==> src/hw/rtl/ldf_pkg.sv <==
`timescale 1ns / 1ps
// ----------------------------------------------------------------------------
// ldf_pkg
// Shared types and constants for the length-prefixed byte deframer.
// ----------------------------------------------------------------------------
package ldf_pkg;

    localparam int BYTE_W = 8;
    localparam int LEN_W  = 16;

    typedef enum logic [2:0] {
        PH_LEN_LO  = 3'b001,
        PH_LEN_HI  = 3'b010,
        PH_PAYLOAD = 3'b100
    } phase_t;

    typedef enum logic {
        REQ_DATA  = 1'b0,
        REQ_ERROR = 1'b1
    } req_t;

    typedef struct packed {
        req_t              req_type;
        logic [BYTE_W-1:0] rx_byte;
    } item_t;

    typedef struct packed {
        logic              valid;
        logic [BYTE_W-1:0] payload_byte;
        logic [LEN_W-1:0]  byte_index;
        logic [LEN_W-1:0]  frame_length;
        logic              is_last;
        logic              aborted;
    } result_t;

endpackage

==> src/hw/rtl/ldf_in_stage.sv <==
`timescale 1ns / 1ps
// ----------------------------------------------------------------------------
// ldf_in_stage
// Input register: holds one received item until the core consumes it.
// ----------------------------------------------------------------------------
module ldf_in_stage
    import ldf_pkg::*;
(
    input  logic  clk,
    input  logic  rst_n,
    input  logic  s_tvalid,
    output logic  s_tready,
    input  item_t s_item,
    input  logic  out_free,
    output logic  adv,
    output item_t item
);

    logic  valid_reg;
    logic  valid_next;
    item_t item_reg;

    assign adv      = valid_reg && out_free;
    assign s_tready = !valid_reg || out_free;
    assign item     = item_reg;

    always_comb
    begin
        valid_next = valid_reg;
        if (s_tvalid && s_tready)
        begin
            valid_next = 1'b1;
        end
        else if (adv)
        begin
            valid_next = 1'b0;
        end
    end

    always_ff @(posedge clk or negedge rst_n)
    begin
        if (!rst_n)
        begin
            valid_reg <= 1'b0;
        end
        else
        begin
            valid_reg <= valid_next;
        end
    end

    always_ff @(posedge clk)
    begin
        if (s_tvalid && s_tready)
        begin
            item_reg <= s_item;
        end
    end

endmodule

==> src/hw/rtl/ldf_core.sv <==
`timescale 1ns / 1ps
// ----------------------------------------------------------------------------
// ldf_core
// Frame state and per-item decode: length bytes, payload, error abort.
// ----------------------------------------------------------------------------
module ldf_core
    import ldf_pkg::*;
(
    input  logic    clk,
    input  logic    rst_n,
    input  logic    adv,
    input  item_t   item,
    output result_t res
);

    phase_t           phase_reg;
    phase_t           phase_next;
    logic [LEN_W-1:0] len_reg;
    logic [LEN_W-1:0] len_next;
    logic [LEN_W-1:0] pos_reg;
    logic [LEN_W-1:0] pos_next;
    logic [LEN_W:0]   pos_inc;
    logic [LEN_W-1:0] full_len;
    logic             last;

    assign pos_inc  = {1'b0, pos_reg} + {{LEN_W{1'b0}}, 1'b1};
    assign last     = pos_inc >= {1'b0, len_reg};
    assign full_len = {item.rx_byte, len_reg[BYTE_W-1:0]};

    always_comb
    begin
        phase_next       = phase_reg;
        len_next         = len_reg;
        pos_next         = pos_reg;
        res              = '0;
        res.payload_byte = item.rx_byte;
        res.byte_index   = pos_reg;
        res.frame_length = len_reg;
        if (adv)
        begin
            if (item.req_type == REQ_ERROR)
            begin
                res.payload_byte = '0;
                res.aborted      = 1'b1;
                case (phase_reg)
                    PH_LEN_HI:
                    begin
                        res.valid        = 1'b1;
                        res.byte_index   = '0;
                        res.frame_length = '0;
                    end
                    PH_PAYLOAD:
                    begin
                        res.valid = 1'b1;
                    end
                    default:
                    begin
                        res.valid = 1'b0;
                    end
                endcase
                phase_next = PH_LEN_LO;
                len_next   = '0;
                pos_next   = '0;
            end
            else
            begin
                case (phase_reg)
                    PH_LEN_HI:
                    begin
                        len_next   = full_len;
                        pos_next   = '0;
                        phase_next = (full_len != '0) ? PH_PAYLOAD : PH_LEN_LO;
                    end
                    PH_PAYLOAD:
                    begin
                        res.valid   = 1'b1;
                        res.is_last = last;
                        if (last)
                        begin
                            phase_next = PH_LEN_LO;
                            len_next   = '0;
                            pos_next   = '0;
                        end
                        else
                        begin
                            pos_next = pos_inc[LEN_W-1:0];
                        end
                    end
                    default:
                    begin
                        len_next   = {{(LEN_W-BYTE_W){1'b0}}, item.rx_byte};
                        pos_next   = '0;
                        phase_next = PH_LEN_HI;
                    end
                endcase
            end
        end
    end

    always_ff @(posedge clk or negedge rst_n)
    begin
        if (!rst_n)
        begin
            phase_reg <= PH_LEN_LO;
            len_reg   <= '0;
            pos_reg   <= '0;
        end
        else
        begin
            phase_reg <= phase_next;
            len_reg   <= len_next;
            pos_reg   <= pos_next;
        end
    end

    // frame ends on last byte or abort
    a_frame_end_idle: assert property (@(posedge clk) disable iff (!rst_n)
        (res.valid && (res.is_last || res.aborted)) |=> (phase_reg == PH_LEN_LO))
        else $error("phase not idle after frame end");

    // payload phase always has bytes left to deliver
    a_pos_below_len: assert property (@(posedge clk) disable iff (!rst_n)
        (phase_reg == PH_PAYLOAD) |-> (pos_reg < len_reg))
        else $error("payload position reached frame length");

    // length bytes never produce a transfer
    a_len_silent: assert property (@(posedge clk) disable iff (!rst_n)
        (adv && item.req_type == REQ_DATA && phase_reg != PH_PAYLOAD) |-> !res.valid)
        else $error("result from a length byte");

endmodule

==> src/hw/rtl/ldf_out_stage.sv <==
`timescale 1ns / 1ps
// ----------------------------------------------------------------------------
// ldf_out_stage
// Result register towards the master side.
// ----------------------------------------------------------------------------
module ldf_out_stage
    import ldf_pkg::*;
(
    input  logic    clk,
    input  logic    rst_n,
    input  logic    adv,
    input  result_t res,
    output logic    out_free,
    output logic    m_tvalid,
    input  logic    m_tready,
    output result_t m_res
);

    logic    valid_reg;
    logic    valid_next;
    result_t res_reg;
    logic    load;

    assign out_free = !valid_reg || m_tready;
    assign load     = adv && res.valid;
    assign m_tvalid = valid_reg;
    assign m_res    = res_reg;

    always_comb
    begin
        valid_next = valid_reg;
        if (load)
        begin
            valid_next = 1'b1;
        end
        else if (m_tready)
        begin
            valid_next = 1'b0;
        end
    end

    always_ff @(posedge clk or negedge rst_n)
    begin
        if (!rst_n)
        begin
            valid_reg <= 1'b0;
        end
        else
        begin
            valid_reg <= valid_next;
        end
    end

    always_ff @(posedge clk)
    begin
        if (load)
        begin
            res_reg <= res;
        end
    end

endmodule

==> src/hw/rtl/length_prefix_byte_deframer_top.sv <==
`timescale 1ns / 1ps
// ----------------------------------------------------------------------------
// length_prefix_byte_deframer_top
// Deframer for a byte stream of 16-bit little-endian length-prefixed frames.
// ----------------------------------------------------------------------------
// One received byte (or a connection-error marker) is taken per cycle and each
// payload byte leaves as one transfer with its index, the frame length and
// tlast on the frame's final byte. An input transfer passes an input register,
// one pass of state logic and a result register on its way to the output.
// Throughput is one item per cycle; the only stall comes from m_tready, which
// reaches s_tready combinationally. Zero-length frames are dropped. An error
// mid-frame yields one transfer with tuser set (aborted), zero data and the
// count of bytes already delivered; tlast is low on it.
module length_prefix_byte_deframer_top
    import ldf_pkg::*;
(
    input  logic        clk,
    input  logic        rst_n,
    input  logic        s_tvalid,
    output logic        s_tready,
    input  logic [7:0]  s_tdata,   // [7:0] rx_byte
    input  logic [0:0]  s_tuser,   // [0] req_type
    output logic        m_tvalid,
    input  logic        m_tready,
    output logic [39:0] m_tdata,   // [7:0] payload_byte, [23:8] byte_index,
                                   // [39:24] frame_length
    output logic        m_tlast,   // is_last
    output logic [0:0]  m_tuser    // [0] aborted
);

    item_t   s_item;
    item_t   item;
    result_t res;
    result_t m_res;
    logic    adv;
    logic    out_free;

    assign s_item.req_type = req_t'(s_tuser[0]);
    assign s_item.rx_byte  = s_tdata;

    ldf_in_stage u_in_stage (
        .clk      (clk),
        .rst_n    (rst_n),
        .s_tvalid (s_tvalid),
        .s_tready (s_tready),
        .s_item   (s_item),
        .out_free (out_free),
        .adv      (adv),
        .item     (item)
    );

    ldf_core u_core (
        .clk   (clk),
        .rst_n (rst_n),
        .adv   (adv),
        .item  (item),
        .res   (res)
    );

    ldf_out_stage u_out_stage (
        .clk      (clk),
        .rst_n    (rst_n),
        .adv      (adv),
        .res      (res),
        .out_free (out_free),
        .m_tvalid (m_tvalid),
        .m_tready (m_tready),
        .m_res    (m_res)
    );

    assign m_tdata    = {m_res.frame_length, m_res.byte_index, m_res.payload_byte};
    assign m_tlast    = m_res.is_last;
    assign m_tuser[0] = m_res.aborted;

endmodule
==> config.mk <==
export PLATFORM = sky130hd
export DESIGN_NAME = length_prefix_byte_deframer_top
export DESIGN_NICKNAME = d
export VERILOG_FILES = /design/src/hw/rtl/ldf_pkg.sv /design/src/hw/rtl/ldf_in_stage.sv /design/src/hw/rtl/ldf_core.sv /design/src/hw/rtl/ldf_out_stage.sv /design/src/hw/rtl/length_prefix_byte_deframer_top.sv
export SDC_FILE = /design/constraint.sdc
export NUM_CORES = 1
export LEC_CHECK = 0
export BUFFER_PORTS_ARGS = -buffer_cell sky130_fd_sc_hd__buf_2
export CAP_MARGIN = 20
export CORE_MARGIN = 1
export CORE_UTILIZATION = 60
export DETAILED_ROUTE_END_ITERATION = 10
export GPL_ROUTABILITY_DRIVEN = 0
export PLACE_DENSITY = 0.83
export SLEW_MARGIN = 5
export SYNTH_ARGS = -nofsm -noshare
export SYNTH_HDL_FRONTEND = slang
export SYNTH_HIERARCHICAL = 1
export SYNTH_SLANG_ARGS = --single-unit
==> constraint.sdc <==
create_clock -name clk -period 6 [get_ports clk]
set_input_delay 0.6 -clock clk [delete_from_list [all_inputs] [get_ports clk]]
set_output_delay 0.6 -clock clk [all_outputs]
set_load 0.05 [all_outputs]
==> results.cfg <==
[outcome]
run_status = finished, violations left
violations = design-rule violations

[sta]
slew_headroom_pct = 38.7
number_of_max_slew_violations_in_the_final_report = 0
worstMarginPinSlew_ns = 0.915
totalNegativeSetupSlack_ns = 0
final-setup-viol-count = 0
rsz0062_at_grt = false
final_period_minus_worst_setup_slack_ns = 3.72
worst_clock_skew_ns = 0.00864
hold_violations = 0
max_freq_mhz = 269
ratio_of_final_minimum_period_to_clock_period_pct = 62.1

[global_route]
grt_pass1_wl_um = 12300
grt_util_all_layers_pct = 22.8
fraction_of_met2_tracks_used_by_global_routing_pct = 36.5
grt.met3_usage_pct = 4.77
grt_pass1_vias = 2583
global_route.overflow_total = 0
grt_antenna_before_repair = 0
grt_max_degree = 38
global_route.usage.met1_pct = 30.5
grt_busiest_layer = met2

[die]
initial_utilization_pct = 63.5
core_area_mm2 = 0.00649
dieArea_mm2 = 0.00721
die_w_um = 84.9
std_cell_rows = 29
die-height_um = 84.9
io_pins = 57

[critical_path]
path_cells = ha_1 > nand3_1 > nor2_2 > xor2_1 > ha_1 > a21oi_1 > o211ai_1 > a31o_1 > a311o_2 > nor2_1 > a22o_1
critical_path.endpoint_type = flop
crit_top_cell = ha_1
critical_path.slowest_cell = nor2_1
cp_data_required_time_ns = 6.29
crit_arrival_ns = 4.01
timing.setup.critical_path_class = reg -> reg
cp_top_family = compound AO/OA/AOI/OAI gates
worstSetupStartpointType = flop
critPathMaxFanout = 13
cp_slowest_stage_delay_ns = 0.72
buffering_stage_count_on_the_worst_path_with_inverters_included = 0

[drt]
drt_first_pass_iters = 7
route.antenna.remaining_nets = 0
routedWlPerCell_um = 15.7
avgViaCountPerCell = 5.65
wl_um = 7430
detailedRoute.firstIterationViolations = 188
drcViolationCount = 7
vias = 2680

[finish]
largest_register_ff_count = 42
postLayoutCellArea_mm2 = 0.00463
layout.filler_cells = 450
area.growth.synth_to_final_pct = 12.4
final_core_util_pct = 71.4
diodes = 0
drive_above_1_share_pct = 21.4
layout.nets = 422

[cts]
insertion_delay_ns = 0.36
cts_buf_count = 9
htreeDepth = 3
post_cts_hold_buffer_count = 0
cts.path.max_buffers = 2
post_cts_resize_count = 0
cts_post_setup_buffers_inserted = 0
clkTransAtPathRegs_ns = 0.08
cts_tree = yes
ctsRootBufferMaster = clkbuf_8
tritoncts_num_sinks = 88

[placed_design]
port-buffer-count = 56
detailedPlacementHpwl_um = 5270
placed_area_mm2 = 0.00444

[yosys]
yosys_warnings = 6
synth_area_per_cell_um2 = 12.3
synth_area_mm2 = 0.00412
net_count_after_synthesis = 365
syn_inst = 335

[job]
timing.max_cap.violations = 0

[power_and_ir_drop]
cellLeakagePower_uw = 0.00202
powerDensity_mw_per_mm2 = 290
vdd_ir_drop_max_v = 0.000182

[hold_path]
type_of_the_most_critical_hold_path = in -> async
## layout by cell type (no fill, tap or decap), types with 2 or more instances in the layout
cell type	n
buf_2	56
edfxtp_1	51
and2_1	41
dfrtp_1	36
nand2_1	35
inv_1	20
mux2i_1	18
ha_1	17
a22o_1	13
nand3_1	11
clkbuf_8	10
nor2_1	10
xnor2_1	9
a21oi_1	8
nor3_1	5
xor2_1	4
nand4_1	4
nor4_1	4
clkbuf_1	3
o211ai_1	3
nor2b_1	3
or2_2	2
nand2b_1	2
or4_1	2
a21o_1	2
a211oi_1	2
o31ai_1	2
buf_4	2
nand2b_4	2
## metrics by stage
step	hold slack, ns	total power (uW)	setup slack (ns)	cells
after floorplan	0.304	896	3.03	335
after global placement	0.515	946	2.49	457
after detailed placement	0.530	954	2.34	457
after CTS	0.354	1350	2.34	473
after global routing	0.398	1400	2.03	474
final	0.339	1340	2.28	474
## per-layer routing
layer	vias to the layer above	wire length [um]
met3	16	356
li1	1303	-
met1	1289	3250
met5	-	0
met2	72	3650
met4	0	176
## where the power goes
group          leakage, uW  switching [uW]  total, uW  internal [uW]
Combinational     0.000957             151        225           74.4
Sequential        0.000964            28.4        717            689
Clock            0.0000976             196        401            205
## layout make-up
class                   count  area (um2)  share of cell area [%]
clock buffers              13         149                    3.21
clock inverters             3        43.8                   0.945
inverters                  21        78.8                    1.70
multi-input cells         213        1510                    32.5
flip-flops and latches     88        2460                    53.1
well taps                  77        96.3                    2.08
repair buffers             59         300                    6.48
## path summary, 6_finish.rpt
check | slack (ns) | end | from | cells after the start
max in group asynchronous | 5.12 | u_core/len_reg[0]$_DFFE_PN0P_ | rst_n | 1
hold / removal | 0.34 | u_core/pos_reg[15]$_DFFE_PN0P_ | rst_n | 1
setup / recovery | 2.28 | u_core/pos_reg[2]$_DFFE_PN0P_ | u_core/pos_reg[0]$_DFFE_PN0P_ | 11
min in group clk | 0.41 | u_in_stage/item[0]$_DFFE_PP_ | s_tdata[0] | 1
setup reg to reg | 2.28 | u_core/pos_reg[2]$_DFFE_PN0P_ | u_core/pos_reg[0]$_DFFE_PN0P_ | 11
hold reg to reg | 0.54 | u_out_stage/m_tvalid$_DFFE_PN0P_ | u_out_stage/m_tvalid$_DFFE_PN0P_ | 2
No activity file was read; power rests on OpenSTA's default activity.
